==> src/hdl/mfusp_pkg.sv <==
// shared types, constants and tables of the multi-frame serial stream parser
package mfusp_pkg;

  // frame markers
  localparam logic [7:0] SYNC_SENSOR_A = 8'hAA;
  localparam logic [7:0] SYNC_SENSOR_B = 8'h55;
  localparam logic [7:0] SYNC_VOICE_A  = 8'hA5;
  localparam logic [7:0] SYNC_VOICE_B  = 8'h5A;
  localparam logic [7:0] CHAR_DOLLAR   = 8'h24;
  localparam logic [7:0] CHAR_LF       = 8'h0A;
  localparam logic [7:0] CHAR_CR       = 8'h0D;

  // sensor frame layout
  localparam int SENSOR_LEN     = 34;
  localparam int STORE_WORDS    = 16;
  localparam int STORE_LAST_IDX = 30;
  localparam int FLD_WIDE_CNT   = 14;
  localparam int FLD_FLAG_A     = 14;
  localparam int FLD_FLAG_B     = 15;
  localparam int FLD_LAST       = 16;

  // voice frame
  localparam int VOICE_MAX_BYTES = 60;
  localparam int VHDR_LAST       = 2;

  // text lines
  localparam int TEXT_LINE_MAX_DEF = 128;
  localparam int START_CMD_LEN     = 11;
  localparam int END_CMD_LEN       = 9;
  localparam int ECHO_LAST         = 9;
  localparam int CALL_FIELD_IDX    = 16;

  // result kinds
  typedef enum logic [1:0] {
    KIND_HOST  = 2'd0,
    KIND_FIELD = 2'd1,
    KIND_CALL  = 2'd2
  } kind_t;

  // result source select
  typedef enum logic [2:0] {
    SEL_SENSOR = 3'd0,
    SEL_VHDR   = 3'd1,
    SEL_BYTE   = 3'd2,
    SEL_CALL   = 3'd3,
    SEL_ECHO   = 3'd4
  } emit_sel_t;

  // controller to datapath commands
  typedef struct packed {
    logic      accept;
    logic      text_start;
    logic      sync_ok;
    logic      body_byte;
    logic      body_end;
    logic      vlen_load;
    logic      vbody_byte;
    logic      text_byte;
    logic      text_end;
    logic      call_set;
    logic      call_val;
    logic      emit_clr;
    logic      emit_step;
    logic      emit_load;
    emit_sel_t emit_sel;
  } cmd_t;

  // datapath to controller status
  typedef struct packed {
    logic is_sensor_a;
    logic is_sensor_b;
    logic is_voice_a;
    logic is_voice_b;
    logic is_dollar;
    logic is_eol;
    logic vlen_ok;
    logic body_end;
    logic check_ok;
    logic start_match;
    logic end_match;
    logic voice_done;
    logic emit_end;
    logic out_free;
  } stat_t;

  // characters of the start command line
  function automatic logic [7:0] start_char(input logic [3:0] idx);
    logic [7:0] c;
    case (idx)
      4'd0:    c = 8'h24;
      4'd1:    c = 8'h43;
      4'd2:    c = 8'h41;
      4'd3:    c = 8'h4C;
      4'd4:    c = 8'h4C;
      4'd5:    c = 8'h5F;
      4'd6:    c = 8'h53;
      4'd7:    c = 8'h54;
      4'd8:    c = 8'h41;
      4'd9:    c = 8'h52;
      4'd10:   c = 8'h54;
      default: c = 8'h00;
    endcase
    return c;
  endfunction

  // characters of the end command line, then a line feed
  function automatic logic [7:0] end_char(input logic [3:0] idx);
    logic [7:0] c;
    case (idx)
      4'd0:    c = 8'h24;
      4'd1:    c = 8'h43;
      4'd2:    c = 8'h41;
      4'd3:    c = 8'h4C;
      4'd4:    c = 8'h4C;
      4'd5:    c = 8'h5F;
      4'd6:    c = 8'h45;
      4'd7:    c = 8'h4E;
      4'd8:    c = 8'h44;
      4'd9:    c = 8'h0A;
      default: c = 8'h00;
    endcase
    return c;
  endfunction

endpackage

==> src/hdl/mfusp_in_if.sv <==
// input word channel: one received byte per word
interface mfusp_in_if;
  logic       valid;
  logic       ready;
  logic [7:0] rx_byte;

  modport source (output valid, output rx_byte, input ready);
  modport sink   (input valid, input rx_byte, output ready);
endinterface

==> src/hdl/mfusp_out_if.sv <==
// result word channel: host-link bytes, sensor fields and call mode changes
interface mfusp_out_if;
  logic        valid;
  logic        ready;
  logic [1:0]  kind;
  logic [15:0] data;
  logic [4:0]  field_index;
  logic        last;

  modport source (output valid, output kind, output data, output field_index, output last,
                  input ready);
  modport sink   (input valid, input kind, input data, input field_index, input last,
                  output ready);
endinterface

==> src/hdl/multi_frame_uart_stream_parser.sv <==
// top level of the multi-frame serial stream parser
//
// in_ch carries one received byte per word; out_ch carries result words with
// kind (host-link byte, sensor field, call mode change), data, field_index
// and last, which marks the final word caused by one input byte.
// Bytes that cause no result are taken without waiting: in_ch.ready is high
// in every parse state. A voice body byte is accepted, then loaded into the
// output register. A voice length byte gives three header words. A good
// sensor checksum byte starts a 17-word burst; each word is first read from
// the single registered read port of the frame store, then loaded. A call
// line end gives one word, or eleven words for the end command.
// While a burst is produced in_ch.ready is low; when out_ch.ready is low the
// output register holds its word and the burst waits, and the next input
// byte can still be taken while the last word of a burst waits.
// Reset (rst_n low, synchronous) returns to idle, clears counters and call
// mode and empties the output register; no clearing pass is needed.
module multi_frame_uart_stream_parser #(
  parameter int TEXT_LINE_MAX = mfusp_pkg::TEXT_LINE_MAX_DEF
) (
  input  logic         clk,
  input  logic         rst_n,
  mfusp_in_if.sink     in_ch,
  mfusp_out_if.source  out_ch
);

  mfusp_pkg::cmd_t  cmd;
  mfusp_pkg::stat_t stat;
  logic             in_ready;

  // controller
  mfusp_ctrl u_ctrl (
    .clk      (clk),
    .rst_n    (rst_n),
    .in_valid (in_ch.valid),
    .in_ready (in_ready),
    .stat     (stat),
    .cmd      (cmd)
  );

  // datapath
  mfusp_dp #(
    .TEXT_LINE_MAX (TEXT_LINE_MAX)
  ) u_dp (
    .clk             (clk),
    .rst_n           (rst_n),
    .rx_byte         (in_ch.rx_byte),
    .cmd             (cmd),
    .stat            (stat),
    .out_ready       (out_ch.ready),
    .out_valid       (out_ch.valid),
    .out_kind        (out_ch.kind),
    .out_data        (out_ch.data),
    .out_field_index (out_ch.field_index),
    .out_last        (out_ch.last)
  );

  assign in_ch.ready = in_ready;

endmodule

==> src/hdl/mfusp_dp.sv <==
// datapath: byte capture, frame store, counters, match flags and output register
module mfusp_dp #(
  parameter int TEXT_LINE_MAX = mfusp_pkg::TEXT_LINE_MAX_DEF
) (
  input  logic               clk,
  input  logic               rst_n,
  input  logic [7:0]         rx_byte,
  input  mfusp_pkg::cmd_t    cmd,
  output mfusp_pkg::stat_t   stat,
  input  logic               out_ready,
  output logic               out_valid,
  output logic [1:0]         out_kind,
  output logic [15:0]        out_data,
  output logic [4:0]         out_field_index,
  output logic               out_last
);

  localparam int TLW = $clog2(TEXT_LINE_MAX);

  logic [7:0]     byte_r;
  logic [7:0]     hold_r;
  logic [5:0]     frame_count_r;
  logic [7:0]     running_check_r;
  logic [5:0]     voice_length_r;
  logic [5:0]     voice_count_r;
  logic [TLW-1:0] text_length_r;
  logic           start_alive_r;
  logic           end_alive_r;
  logic           call_mode_r;
  logic [4:0]     emit_idx_r;
  logic [15:0]    mem [mfusp_pkg::STORE_WORDS];
  logic [15:0]    rd_data_r;
  logic [3:0]     rd_addr;
  logic [4:0]     store_idx;
  logic           text_room;

  logic           out_valid_r;
  logic [1:0]     out_kind_r;
  logic [15:0]    out_data_r;
  logic [4:0]     out_idx_r;
  logic           out_last_r;

  logic [1:0]     item_kind;
  logic [15:0]    item_data;
  logic [4:0]     item_idx;
  logic           item_last;
  logic           item_end;

  assign store_idx = 5'(frame_count_r - 6'd2);
  assign text_room = text_length_r < TLW'(TEXT_LINE_MAX - 1);

  // status toward the controller
  always_comb begin
    stat.is_sensor_a = rx_byte == mfusp_pkg::SYNC_SENSOR_A;
    stat.is_sensor_b = rx_byte == mfusp_pkg::SYNC_SENSOR_B;
    stat.is_voice_a  = rx_byte == mfusp_pkg::SYNC_VOICE_A;
    stat.is_voice_b  = rx_byte == mfusp_pkg::SYNC_VOICE_B;
    stat.is_dollar   = rx_byte == mfusp_pkg::CHAR_DOLLAR;
    stat.is_eol      = (rx_byte == mfusp_pkg::CHAR_LF) || (rx_byte == mfusp_pkg::CHAR_CR);
    stat.vlen_ok     = (rx_byte != 8'd0) && (rx_byte <= 8'(mfusp_pkg::VOICE_MAX_BYTES));
    stat.body_end    = frame_count_r == 6'(mfusp_pkg::SENSOR_LEN - 1);
    stat.check_ok    = running_check_r == rx_byte;
    stat.start_match = start_alive_r && (text_length_r == TLW'(mfusp_pkg::START_CMD_LEN));
    stat.end_match   = end_alive_r && (text_length_r == TLW'(mfusp_pkg::END_CMD_LEN));
    stat.voice_done  = voice_count_r >= voice_length_r;
    stat.emit_end    = item_end;
    stat.out_free    = !out_valid_r || out_ready;
  end

  // parse counters and match tracking
  always_ff @(posedge clk) begin
    if (!rst_n) begin
      frame_count_r   <= '0;
      running_check_r <= '0;
      voice_length_r  <= '0;
      voice_count_r   <= '0;
      text_length_r   <= '0;
      start_alive_r   <= 1'b1;
      end_alive_r     <= 1'b1;
      call_mode_r     <= 1'b0;
    end else begin
      if (cmd.sync_ok) begin
        frame_count_r   <= 6'd2;
        running_check_r <= '0;
      end
      if (cmd.body_byte) begin
        running_check_r <= running_check_r ^ rx_byte;
        frame_count_r   <= frame_count_r + 6'd1;
      end
      if (cmd.body_end) begin
        frame_count_r <= '0;
      end
      if (cmd.vlen_load) begin
        voice_count_r  <= '0;
        voice_length_r <= stat.vlen_ok ? rx_byte[5:0] : 6'd0;
      end
      if (cmd.vbody_byte) begin
        voice_count_r <= voice_count_r + 6'd1;
      end
      if (cmd.text_start) begin
        text_length_r <= TLW'(1);
        start_alive_r <= 1'b1;
        end_alive_r   <= 1'b1;
      end
      if (cmd.text_byte && text_room) begin
        if (!((text_length_r < TLW'(mfusp_pkg::START_CMD_LEN)) &&
              (mfusp_pkg::start_char(text_length_r[3:0]) == rx_byte))) begin
          start_alive_r <= 1'b0;
        end
        if (!((text_length_r < TLW'(mfusp_pkg::END_CMD_LEN)) &&
              (mfusp_pkg::end_char(text_length_r[3:0]) == rx_byte))) begin
          end_alive_r <= 1'b0;
        end
        text_length_r <= text_length_r + TLW'(1);
      end
      if (cmd.text_end) begin
        text_length_r <= '0;
      end
      if (cmd.call_set) begin
        call_mode_r <= cmd.call_val;
      end
    end
  end

  // byte capture and pairing of body bytes into words
  always_ff @(posedge clk) begin
    if (cmd.accept) begin
      byte_r <= rx_byte;
    end
    if (cmd.body_byte && !store_idx[0]) begin
      hold_r <= rx_byte;
    end
  end

  // frame store: big-endian word pairs of body bytes, one registered read port
  always_ff @(posedge clk) begin
    if (cmd.body_byte) begin
      if (store_idx[0]) begin
        mem[store_idx[4:1]] <= {hold_r, rx_byte};
      end else if (store_idx == 5'(mfusp_pkg::STORE_LAST_IDX)) begin
        mem[store_idx[4:1]] <= {rx_byte, 8'h00};
      end
    end
    rd_data_r <= mem[rd_addr];
  end

  // both flag fields sit in the same word
  always_comb begin
    if (emit_idx_r >= 5'(mfusp_pkg::FLD_FLAG_B)) begin
      rd_addr = 4'(emit_idx_r - 5'd1);
    end else begin
      rd_addr = emit_idx_r[3:0];
    end
  end

  // result counter within a burst
  always_ff @(posedge clk) begin
    if (!rst_n) begin
      emit_idx_r <= '0;
    end else if (cmd.emit_clr) begin
      emit_idx_r <= '0;
    end else if (cmd.emit_step) begin
      emit_idx_r <= emit_idx_r + 5'd1;
    end
  end

  // result word assembly
  always_comb begin
    item_kind = mfusp_pkg::KIND_HOST;
    item_data = '0;
    item_idx  = '0;
    item_last = 1'b1;
    item_end  = 1'b1;
    case (cmd.emit_sel)
      mfusp_pkg::SEL_SENSOR: begin
        item_kind = mfusp_pkg::KIND_FIELD;
        item_idx  = emit_idx_r;
        item_end  = emit_idx_r == 5'(mfusp_pkg::FLD_LAST);
        item_last = item_end;
        if (emit_idx_r < 5'(mfusp_pkg::FLD_WIDE_CNT)) begin
          item_data = rd_data_r;
        end else if (emit_idx_r == 5'(mfusp_pkg::FLD_FLAG_B)) begin
          item_data = {8'h00, rd_data_r[7:0]};
        end else begin
          item_data = {8'h00, rd_data_r[15:8]};
        end
      end
      mfusp_pkg::SEL_VHDR: begin
        item_end  = emit_idx_r == 5'(mfusp_pkg::VHDR_LAST);
        item_last = item_end;
        if (emit_idx_r == 5'd0) begin
          item_data = {8'h00, mfusp_pkg::SYNC_VOICE_A};
        end else if (emit_idx_r == 5'd1) begin
          item_data = {8'h00, mfusp_pkg::SYNC_VOICE_B};
        end else begin
          item_data = {8'h00, byte_r};
        end
      end
      mfusp_pkg::SEL_BYTE: begin
        item_data = {8'h00, byte_r};
      end
      mfusp_pkg::SEL_CALL: begin
        item_kind = mfusp_pkg::KIND_CALL;
        item_idx  = 5'(mfusp_pkg::CALL_FIELD_IDX);
        item_data = {15'd0, call_mode_r};
        // clearing is followed by the echo, so it is not the final word
        item_last = call_mode_r;
      end
      mfusp_pkg::SEL_ECHO: begin
        item_end  = emit_idx_r == 5'(mfusp_pkg::ECHO_LAST);
        item_last = item_end;
        item_data = {8'h00, mfusp_pkg::end_char(emit_idx_r[3:0])};
      end
      default: begin
        item_end = 1'b1;
      end
    endcase
  end

  // output register
  always_ff @(posedge clk) begin
    if (!rst_n) begin
      out_valid_r <= 1'b0;
    end else if (cmd.emit_load) begin
      out_valid_r <= 1'b1;
    end else if (out_ready) begin
      out_valid_r <= 1'b0;
    end
  end

  always_ff @(posedge clk) begin
    if (cmd.emit_load) begin
      out_kind_r <= item_kind;
      out_data_r <= item_data;
      out_idx_r  <= item_idx;
      out_last_r <= item_last;
    end
  end

  assign out_valid       = out_valid_r;
  assign out_kind        = out_kind_r;
  assign out_data        = out_data_r;
  assign out_field_index = out_idx_r;
  assign out_last        = out_last_r;

`ifndef NO_ASSERTIONS
  // a word is never loaded over one that is still waiting
  a_load_free: assert property (@(posedge clk) disable iff (!rst_n)
    cmd.emit_load |-> (!out_valid_r || out_ready))
    else $error("result loaded over a pending word");

  // body bytes only land in the store positions of bytes 2 to 32
  a_body_range: assert property (@(posedge clk) disable iff (!rst_n)
    cmd.body_byte |-> (frame_count_r >= 6'd2) &&
                      (frame_count_r < 6'(mfusp_pkg::SENSOR_LEN - 1)))
    else $error("sensor body byte outside frame range");

  // voice body bytes only arrive while the announced length is not used up
  a_voice_len: assert property (@(posedge clk) disable iff (!rst_n)
    cmd.vbody_byte |-> (voice_length_r != 6'd0) && (voice_count_r < voice_length_r))
    else $error("voice body byte beyond announced length");
`endif

endmodule

==> src/hdl/mfusp_ctrl.sv <==
// controller: parse phase tracking and sequencing of result bursts
module mfusp_ctrl (
  input  logic             clk,
  input  logic             rst_n,
  input  logic             in_valid,
  output logic             in_ready,
  input  mfusp_pkg::stat_t stat,
  output mfusp_pkg::cmd_t  cmd
);

  typedef enum logic [13:0] {
    ST_IDLE     = 14'b00000000000001,
    ST_SYNC2    = 14'b00000000000010,
    ST_BODY     = 14'b00000000000100,
    ST_VSYNC2   = 14'b00000000001000,
    ST_VLEN     = 14'b00000000010000,
    ST_VBODY    = 14'b00000000100000,
    ST_TEXT     = 14'b00000001000000,
    ST_SREAD    = 14'b00000010000000,
    ST_SPUT     = 14'b00000100000000,
    ST_VHDR     = 14'b00001000000000,
    ST_VBYTE    = 14'b00010000000000,
    ST_CALL_ON  = 14'b00100000000000,
    ST_CALL_OFF = 14'b01000000000000,
    ST_ECHO     = 14'b10000000000000
  } state_t;

  state_t state_r;
  state_t state_nxt;
  logic   acc;

  // bytes are taken only in the parse states
  always_comb begin
    in_ready = (state_r == ST_IDLE) || (state_r == ST_SYNC2) || (state_r == ST_BODY) ||
               (state_r == ST_VSYNC2) || (state_r == ST_VLEN) || (state_r == ST_VBODY) ||
               (state_r == ST_TEXT);
  end

  assign acc = in_valid && in_ready;

  // next state and datapath commands
  always_comb begin
    state_nxt    = state_r;
    cmd          = '0;
    cmd.emit_sel = mfusp_pkg::SEL_BYTE;
    cmd.accept   = acc;
    case (state_r)
      ST_IDLE: begin
        if (acc) begin
          if (stat.is_sensor_a) begin
            state_nxt = ST_SYNC2;
          end else if (stat.is_voice_a) begin
            state_nxt = ST_VSYNC2;
          end else if (stat.is_dollar) begin
            cmd.text_start = 1'b1;
            state_nxt      = ST_TEXT;
          end
        end
      end
      ST_SYNC2: begin
        if (acc) begin
          if (stat.is_sensor_b) begin
            cmd.sync_ok = 1'b1;
            state_nxt   = ST_BODY;
          end else begin
            state_nxt = ST_IDLE;
          end
        end
      end
      ST_BODY: begin
        if (acc) begin
          if (!stat.body_end) begin
            cmd.body_byte = 1'b1;
          end else begin
            cmd.body_end = 1'b1;
            if (stat.check_ok) begin
              cmd.emit_clr = 1'b1;
              state_nxt    = ST_SREAD;
            end else begin
              state_nxt = ST_IDLE;
            end
          end
        end
      end
      ST_VSYNC2: begin
        if (acc) begin
          state_nxt = stat.is_voice_b ? ST_VLEN : ST_IDLE;
        end
      end
      ST_VLEN: begin
        if (acc) begin
          cmd.vlen_load = 1'b1;
          if (stat.vlen_ok) begin
            cmd.emit_clr = 1'b1;
            state_nxt    = ST_VHDR;
          end else begin
            state_nxt = ST_IDLE;
          end
        end
      end
      ST_VBODY: begin
        if (acc) begin
          cmd.vbody_byte = 1'b1;
          state_nxt      = ST_VBYTE;
        end
      end
      ST_TEXT: begin
        if (acc) begin
          if (stat.is_eol) begin
            cmd.text_end = 1'b1;
            if (stat.start_match) begin
              cmd.call_set = 1'b1;
              cmd.call_val = 1'b1;
              state_nxt    = ST_CALL_ON;
            end else if (stat.end_match) begin
              cmd.call_set = 1'b1;
              cmd.call_val = 1'b0;
              state_nxt    = ST_CALL_OFF;
            end else begin
              state_nxt = ST_IDLE;
            end
          end else begin
            cmd.text_byte = 1'b1;
          end
        end
      end
      // the frame store read is registered; the field is loaded from it in ST_SPUT
      ST_SREAD: begin
        cmd.emit_sel = mfusp_pkg::SEL_SENSOR;
        state_nxt    = ST_SPUT;
      end
      ST_SPUT: begin
        cmd.emit_sel = mfusp_pkg::SEL_SENSOR;
        if (stat.out_free) begin
          cmd.emit_load = 1'b1;
          cmd.emit_step = 1'b1;
          state_nxt     = stat.emit_end ? ST_IDLE : ST_SREAD;
        end
      end
      ST_VHDR: begin
        cmd.emit_sel = mfusp_pkg::SEL_VHDR;
        if (stat.out_free) begin
          cmd.emit_load = 1'b1;
          cmd.emit_step = 1'b1;
          if (stat.emit_end) begin
            state_nxt = ST_VBODY;
          end
        end
      end
      ST_VBYTE: begin
        cmd.emit_sel = mfusp_pkg::SEL_BYTE;
        if (stat.out_free) begin
          cmd.emit_load = 1'b1;
          state_nxt     = stat.voice_done ? ST_IDLE : ST_VBODY;
        end
      end
      ST_CALL_ON: begin
        cmd.emit_sel = mfusp_pkg::SEL_CALL;
        if (stat.out_free) begin
          cmd.emit_load = 1'b1;
          state_nxt     = ST_IDLE;
        end
      end
      ST_CALL_OFF: begin
        cmd.emit_sel = mfusp_pkg::SEL_CALL;
        if (stat.out_free) begin
          cmd.emit_load = 1'b1;
          cmd.emit_clr  = 1'b1;
          state_nxt     = ST_ECHO;
        end
      end
      ST_ECHO: begin
        cmd.emit_sel = mfusp_pkg::SEL_ECHO;
        if (stat.out_free) begin
          cmd.emit_load = 1'b1;
          cmd.emit_step = 1'b1;
          if (stat.emit_end) begin
            state_nxt = ST_IDLE;
          end
        end
      end
      default: begin
        state_nxt = ST_IDLE;
      end
    endcase
  end

  // state register
  always_ff @(posedge clk) begin
    if (!rst_n) begin
      state_r <= ST_IDLE;
    end else begin
      state_r <= state_nxt;
    end
  end

`ifndef NO_ASSERTIONS
  // no input byte is taken while a burst is being produced
  a_load_not_ready: assert property (@(posedge clk) disable iff (!rst_n)
    cmd.emit_load |-> !in_ready)
    else $error("result load while accepting input");

  // the final sensor field closes the frame and parsing resumes
  a_sensor_done: assert property (@(posedge clk) disable iff (!rst_n)
    (state_r == ST_SPUT && cmd.emit_load && stat.emit_end) |=> state_r == ST_IDLE)
    else $error("sensor burst did not return to idle");
`endif

endmodule

==> src/flat_wrapper.sv <==
// flat-port wrapper written by rule: the top's interface ports become plain ports
module multi_frame_uart_stream_parser_flat 
#(
  parameter int TEXT_LINE_MAX = mfusp_pkg::TEXT_LINE_MAX_DEF
)
  (clk, rst_n, in_ch_valid, in_ch_rx_byte, in_ch_ready, out_ch_valid, out_ch_kind, out_ch_data, out_ch_field_index, out_ch_last, out_ch_ready);
  mfusp_in_if in_ch_i ();
  mfusp_out_if out_ch_i ();
  input  logic clk;
  input  logic rst_n;
  input wire logic [$bits(in_ch_i.valid)-1:0] in_ch_valid;
  input wire logic [$bits(in_ch_i.rx_byte)-1:0] in_ch_rx_byte;
  output wire logic [$bits(in_ch_i.ready)-1:0] in_ch_ready;
  output wire logic [$bits(out_ch_i.valid)-1:0] out_ch_valid;
  output wire logic [$bits(out_ch_i.kind)-1:0] out_ch_kind;
  output wire logic [$bits(out_ch_i.data)-1:0] out_ch_data;
  output wire logic [$bits(out_ch_i.field_index)-1:0] out_ch_field_index;
  output wire logic [$bits(out_ch_i.last)-1:0] out_ch_last;
  input wire logic [$bits(out_ch_i.ready)-1:0] out_ch_ready;
  assign in_ch_i.valid = in_ch_valid;
  assign in_ch_i.rx_byte = in_ch_rx_byte;
  assign in_ch_ready = in_ch_i.ready;
  assign out_ch_valid = out_ch_i.valid;
  assign out_ch_kind = out_ch_i.kind;
  assign out_ch_data = out_ch_i.data;
  assign out_ch_field_index = out_ch_i.field_index;
  assign out_ch_last = out_ch_i.last;
  assign out_ch_i.ready = out_ch_ready;
  multi_frame_uart_stream_parser #(.TEXT_LINE_MAX(TEXT_LINE_MAX)) u_core (.clk(clk), .rst_n(rst_n), .in_ch(in_ch_i), .out_ch(out_ch_i));
endmodule
==> config.mk <==
export PLATFORM = sky130hd
export DESIGN_NAME = multi_frame_uart_stream_parser_flat
export DESIGN_NICKNAME = d
export VERILOG_FILES = /design/src/hdl/mfusp_pkg.sv /design/src/hdl/mfusp_in_if.sv /design/src/hdl/mfusp_out_if.sv /design/src/hdl/multi_frame_uart_stream_parser.sv /design/src/hdl/mfusp_dp.sv /design/src/hdl/mfusp_ctrl.sv /design/src/flat_wrapper.sv
export SDC_FILE = /design/constraint.sdc
export NUM_CORES = 1
export LEC_CHECK = 0
export ABC_AREA = 1
export BUFFER_PORTS_ARGS = -buffer_cell sky130_fd_sc_hd__buf_2
export CORE_AREA = 2 2 181 183
export CTS_CLUSTER_SIZE = 10
export DETAILED_ROUTE_END_ITERATION = 16
export DIE_AREA = 0 0 183 185
export PLACE_DENSITY_LB_ADDON = 0.05
export SLEW_MARGIN = 20
export SYNTH_ARGS = -nofsm -noshare
export SYNTH_HDL_FRONTEND = slang
export SYNTH_HIERARCHICAL = 1
export SYNTH_SLANG_ARGS = --single-unit
export TNS_END_PERCENT = 50
==> constraint.sdc <==
create_clock -name clk -period 3.95 [get_ports clk]
set_input_delay 0.5925 -clock clk [delete_from_list [all_inputs] [get_ports clk]]
set_output_delay 0.5925 -clock clk [all_outputs]
set_load 0.005 [all_outputs]
# After elaboration in Yosys (flattened, before gate mapping)
# Memories as Yosys holds them, arrays and structs flattened. A register that Yosys moved wholly into a read port is not among the register bits.
# Cells that the tools add are included.
[totals] in_bits=12 mem_bits_ro=336 wordCells=231 mem_count=4 ramBits=256 regBits=96
[op_classes] n_bitwise=3 eq_ne=55 n_addsub=6 reduce_logical=33 magnitude_cmp=7 muxes=106
[mem_list] name="u_core.u_dp.mem" words=16 width=16 rd=1 rd_ports_with_merged_regs=1 write_ports=1 line_no="mfusp_dp.sv:31" text="logic [15:0] mem [mfusp_pkg::STORE_WORDS];"
[mem_list] name="(name not given)" words=16 width=7 rd=1 rd_ports_with_merged_regs=1 write_ports=0 line_no="mfusp_pkg.sv:109" text="case (idx)"
[mem_list] name="(name not given)" words=16 width=7 rd=1 rd_ports_with_merged_regs=1 write_ports=0 line_no="mfusp_pkg.sv:89" text="case (idx)"
[mem_list] name="(name not given)" words=16 width=7 rd=1 rd_ports_with_merged_regs=1 write_ports=0 line_no="mfusp_pkg.sv:109"
[ops] op="14-bit two-way mux" count=21
[ops] op="14-bit one-hot mux with 14 select lines" count=1
[ops] op="8-bit two-way mux" count=11
[ops] op="16-bit one-hot mux with 5 select lines" count=1
[ops] op="1-bit two-way mux" count=36
[ops] op="4-bit two-way mux" count=9
[ops] op="6-bit two-way mux" count=6
[ops] op="16-bit two-way mux" count=2
[ops] op="8-bit equality test" count=3
[ops] op="2-bit inequality test (second input constant)" count=10
[ops] op="18-bit AND reduction" count=1
[ops] op="8-bit by 4-bit equality test with 1-bit output (second input constant)" count=2
[ops] op="8-bit by 7-bit equality test with 1-bit output (second input constant)" count=2
[ops] op="8-bit equality test (second input constant)" count=2
[ops] op="14-bit by 1-bit equality test with 1-bit output (second input constant)" count=1
[ops] op="14-bit by 10-bit equality test with 1-bit output (second input constant)" count=1
[ops] op="14-bit by 11-bit equality test with 1-bit output (second input constant)" count=1
[ops] op="14-bit by 12-bit equality test with 1-bit output (second input constant)" count=1
[ops] op="14-bit by 13-bit equality test with 1-bit output (second input constant)" count=1
[ops] op="14-bit equality test (second input constant)" count=1
[ops] op="14-bit by 2-bit equality test with 1-bit output (second input constant)" count=1
[ops] op="14-bit by 3-bit equality test with 1-bit output (second input constant)" count=1
[ops] op="14-bit by 4-bit equality test with 1-bit output (second input constant)" count=1
[ops] op="14-bit by 5-bit equality test with 1-bit output (second input constant)" count=1
[ops] op="other kinds (51)" count=93

# Logic depth before layout (Yosys ltp)
[depth] depth_word=17 ltp_mapped=26

# Cells and area by module
# The synthesis kept the hierarchy.
[by_module_without_submodules] module="mfusp_dp" instances=1 seq_area_each_um2=10450.0 cells_each=1651 area_each_um2=16485.8
[by_module_without_submodules] module="mfusp_ctrl" instances=1 seq_area_each_um2=280.3 cells_each=240 area_each_um2=1425.1

# Worst setup path before layout
# OpenSTA, ideal clock, no wires.
[synth_timing] path_kind="register -> register" start="reg u_core.u_ctrl.state_r[12]" end="mem u_core.u_dp.mem[0][0], enable pin" path_slack_ns=0.207 arrival_time_ns=3.354 stages_incl_launch_ff=18 path_buffers=0 required_time_ns=3.562 cell_sequence="dfxtp_1 nor2_4 nand2_4 nor2_8 nand3_1 nand3_1 nor2_1 nor2_2 inv_2 nor2_1 inv_1 nor2_1 inv_1 nor3b_2 nand3_2 o21ai_2 nand2_1 nor2_1"
[synth_rtl] item="start: declaration" line_no="mfusp_ctrl.sv:28" text="state_t state_r;"
[synth_rtl] item="start signal: assignment" line_no="mfusp_ctrl.sv:193" text="state_r <= state_nxt;"
[synth_rtl] item="end: declaration" line_no="mfusp_dp.sv:31"

==> results by group <==
Worst hold path
  – Hold Crit Class: input port to flip-flop
  – Worst hold start: in_ch_rx_byte[6]

STA
  – Final min period: between 3000 and 4000 ps
  – Tcrit/Tclk final: 90.5%
  – Worst-Margin Slew: 1060 ps
  – Worst clock skew: 14.2 ps
  – RSZ-0062 raised after global routing: no
  – Setup violations, final: 0
  – Relative slew slack: approximately 29%
  – Final Hold Viols: 0
  – Fin worst setup slack: roughly 370 ps
  – TNS Setup: 0 ps
  – Fmax: 0.280 GHz
  – Pins Over Slew Limit: 0

Synth
  – Post-synth EDFFs: slightly below 300
  – Cell Area, Synth: approximately 18000 sq um
  – Asr flop ratio synth: 0%
  – Top FF cell, synth: edfxtp_1
  – Syn_nets: around 1900
  – Synth Area per Inst: about 9.5 sq um
  – Distinct cell type count after synthesis: 46
  – Synth Area in Compound Gates: 3.76%
  – Portion of netlist area occupied by mux cells: 0%
  – Register area share after synthesis: 59.9%
  – Xor-xnor portion of the synthesized cell area: 1.12%
  – Gate Count Post-Synth: between 1500 and 2000
  – Largest family of logic cells by synthesized area: simple AND/OR/NAND/NOR gates
  – #FFs+latches synth: a little under 400
  – Synth Area in Adders: under 10%
  – Simple-gate share of the synthesized area: between 20% and 30%
  – Syn. warnings: 6

Worst setup path
  – Most frequent CP cell: nor2_1
  – Crit-path cells: nor2_4 -> nand3_2 -> nor2_2 -> nand2_2 -> nand3_1 -> nor2_1 -> nor2_2 -> inv_2 -> nor2_1 -> inv_1 -> nor2_1 -> inv_1 -> nor3b_2 -> nand3_2 -> buf_4 -> inv_1 -> nor2_1
  – CP startpoint kind: flip-flop
  – Largest stage delay, worst path: 370 ps
  – Worst Path Arrival: 3770 ps
  – CP startpoint: u_core/u_ctrl/state_r[12]
  – CP max stage cell: nor2_2
  – Crit end category: flip-flop
  – Reg-to-Reg Start: u_core/u_ctrl/state_r[12]
  – Worst Path Max Fanout: 17
  – Required @ worst endpoint: 4140 ps
  – Critical path class: flip-flop to flip-flop

Global routing
  – Antenna violations before repair: 1
  – Vias in the first global route: ~13000
  – Global route overflow: 0
  – First-pass GRT wire length: between 70000 and 80000 microns
  – Largest net degree at the start of global routing: roughly 130
  – Overall routing resource usage: approximately 27%

Clocking
  – Skew-Pair Late Insertion Delay: 540 ps
  – Clock transition at the registers of the reported paths: roughly 60 ps
  – H-tree depth: 2
  – PostCTS Resize Cnt: 0
  – CTS Hold Bufs: 0
  – # Post-CTS Setup Buffers: 0
  – CTS tree: done
  – Root buf cell: clkbuf_16
  – Clock sink count: 388
  – Num CTS Buffers: 45
  – CTS Buffer Depth: 3

Floorplan
  – # rows: 66
  – DIE AREA: 33900 sq um
  – Initial core utilization: a little under three fifths
  – Die W: around 180 microns
  – Die extent in y: roughly 190 microns
  – I/O pin cnt: 38
  – Placeable Area: 32000 sq um

Pwr
  – Pwr Total: ~11 mW
  – Power density cells: 560 nW/um^2
  – P_leak: 8.21 nW
  – Max IR drop VDD: approximately 0.39 mV

Flow run
  – Max cap viols: 0

Cells and area
  – Commonest cells after routing, fill and taps aside: 590 x nand2_1, 296 x edfxtp_1, 273 x nand3_1
  – Layout fillers: between 2000 and 3000
  – Ant. Diodes: 0
  – Nets: approximately 2000
  – Area grow syn2layout: 11.9%
  – Final cell utilization of the core: a little over three fifths
  – Commonest non-fill, non-tap cell in the layout: nand2_1
  – Layout cells sized above 1: approximately an eighth

Placement
  – Post-place setup slack: approximately 360 ps
  – Input/output buffers: 37
  – Detailed placement HPWL: about 30000 microns
  – Gpl congestion: roughly 0.9

Outcome
  – Outcome: finished, final reports clean

Drt
  – DR pass1 iterations: 5
  – Post-Route WL: between 40000 and 50000 microns
  – WL/cell: approximately 19 microns
  – DR vias: about 13000
  – Via/cell ratio: about 5.6
  – Antenna viol nets, final: 0
  – DR iter-0 viols: 1186
  – DRC viols: 0
==> cell usage after synthesis (all sizes together) (2+ instances only) <==
cell type / number / area [sq um]
nor3: 23 / 120
inv: 139 / 522
o2111ai: 3 / 26.3
o22ai: 6 / 37.5
o211ai: 8 / 60.1
o21bai: 2 / 15.0
a211oi: 2 / 15.0
o21ai: 47 / 243
xor2: 2 / 25.0
or2: 9 / 56.3
dfxtp: 92 / 1840
a21oi: 41 / 205
buf: 68 / 419
nand2: 611 / 2380
xnor2: 20 / 175
clkbuf: 14 / 52.6
ha: 32 / 400
a21boi: 2 / 15.0
nand3b: 5 / 37.5
nand3: 279 / 1430
nor4: 2 / 12.5
and3: 2 / 12.5
nand4: 30 / 188
nor2: 148 / 669
edfxtp: 296 / 8890
==> metrics by stage <==
stage / cell area (sq um) / cells / hold slack [ps]
2_1_floorplan: 17900 / 1891 / 453
3_3_place_gp: 18700 / 2313 / 464
3_5_place_dp: 18700 / 2313 / 467
4_1_cts: 20000 / 2388 / 344
5_1_grt: 20000 / 2388 / 367
6_report: 20000 / 2388 / 384
==> critical path, delay by kind of cell (launching register included) <==
| family | cells | cell delay [ps] |
|---|---|---|
| buf+inv | 5 | 790 |
| simple gates | 12 | 2070 |
| flops | 1 | 350 |
==> per-layer routing <==
layer / part of all wire (%) / track usage [%]
met1: 44 / 37.7
met2: 46 / 43.3
met3: 6.7 / 4.68
met4: 2.7 / 7.74
met5: 0.024 / 0
==> final cells by class <==
cell class	count	area (sq um)	share of cell area, %
multi-input cells	1282	6260	31.3
clock inverters	1	16.3	0.0812
clock buffers	74	1270	6.32
inverters	139	522	2.60
flip-flops and latches	388	10700	53.6
well taps	408	510	2.55
repair buffers	96	728	3.63
==> report_power, final <==
part | switching [mW] | internal (mW)
registers | 0.138 | 4.64
logic | 1.95 | 0.826
clock network | 1.51 | 2.16
==> registers in the layout, indices dropped and copies added (netlist names), named ones only <==
name / count
u_core/u_dp/mem: 256
u_core/u_dp/out_data: 16
u_core/u_dp/rd_data_r: 16
u_core/u_ctrl/state_r: 14
u_core/u_dp/byte_r: 8
u_core/u_dp/hold_r: 8
u_core/u_dp/running_check_r: 8
u_core/u_dp/text_length_r: 7
u_core/u_dp/frame_count_r: 6
u_core/u_dp/voice_count_r: 6
u_core/u_dp/voice_length_r: 6
u_core/u_dp/emit_idx_r: 5
u_core/u_dp/out_field_index: 5
u_core/u_dp/out_kind: 2
u_core/u_dp/call_mode_r: 1
u_core/u_dp/end_alive_r: 1
u_core/u_dp/out_last: 1
u_core/u_dp/out_valid: 1
u_core/u_dp/start_alive_r: 1
==> worst paths after layout <==
kind                               endpoint  slack, ps  depth (start not counted)
max                   u_core/u_dp/mem[8][4]        370                         17
min                   u_core/u_dp/hold_r[6]        380                          1
max reg2reg           u_core/u_dp/mem[8][4]        370                         17
min reg2reg  u_core/u_dp/running_check_r[0]        480                          2
==> kinds of logic after synthesis <==
kind of cell,count (synthesis)
AOI/OAI and AO/OA,118
xor gates and xnor gates,22
adders and majority gates,32
buffers and inverters,221
DFF,388
and+or+nand+nor,1110
(Power assumes the default switching activity.)
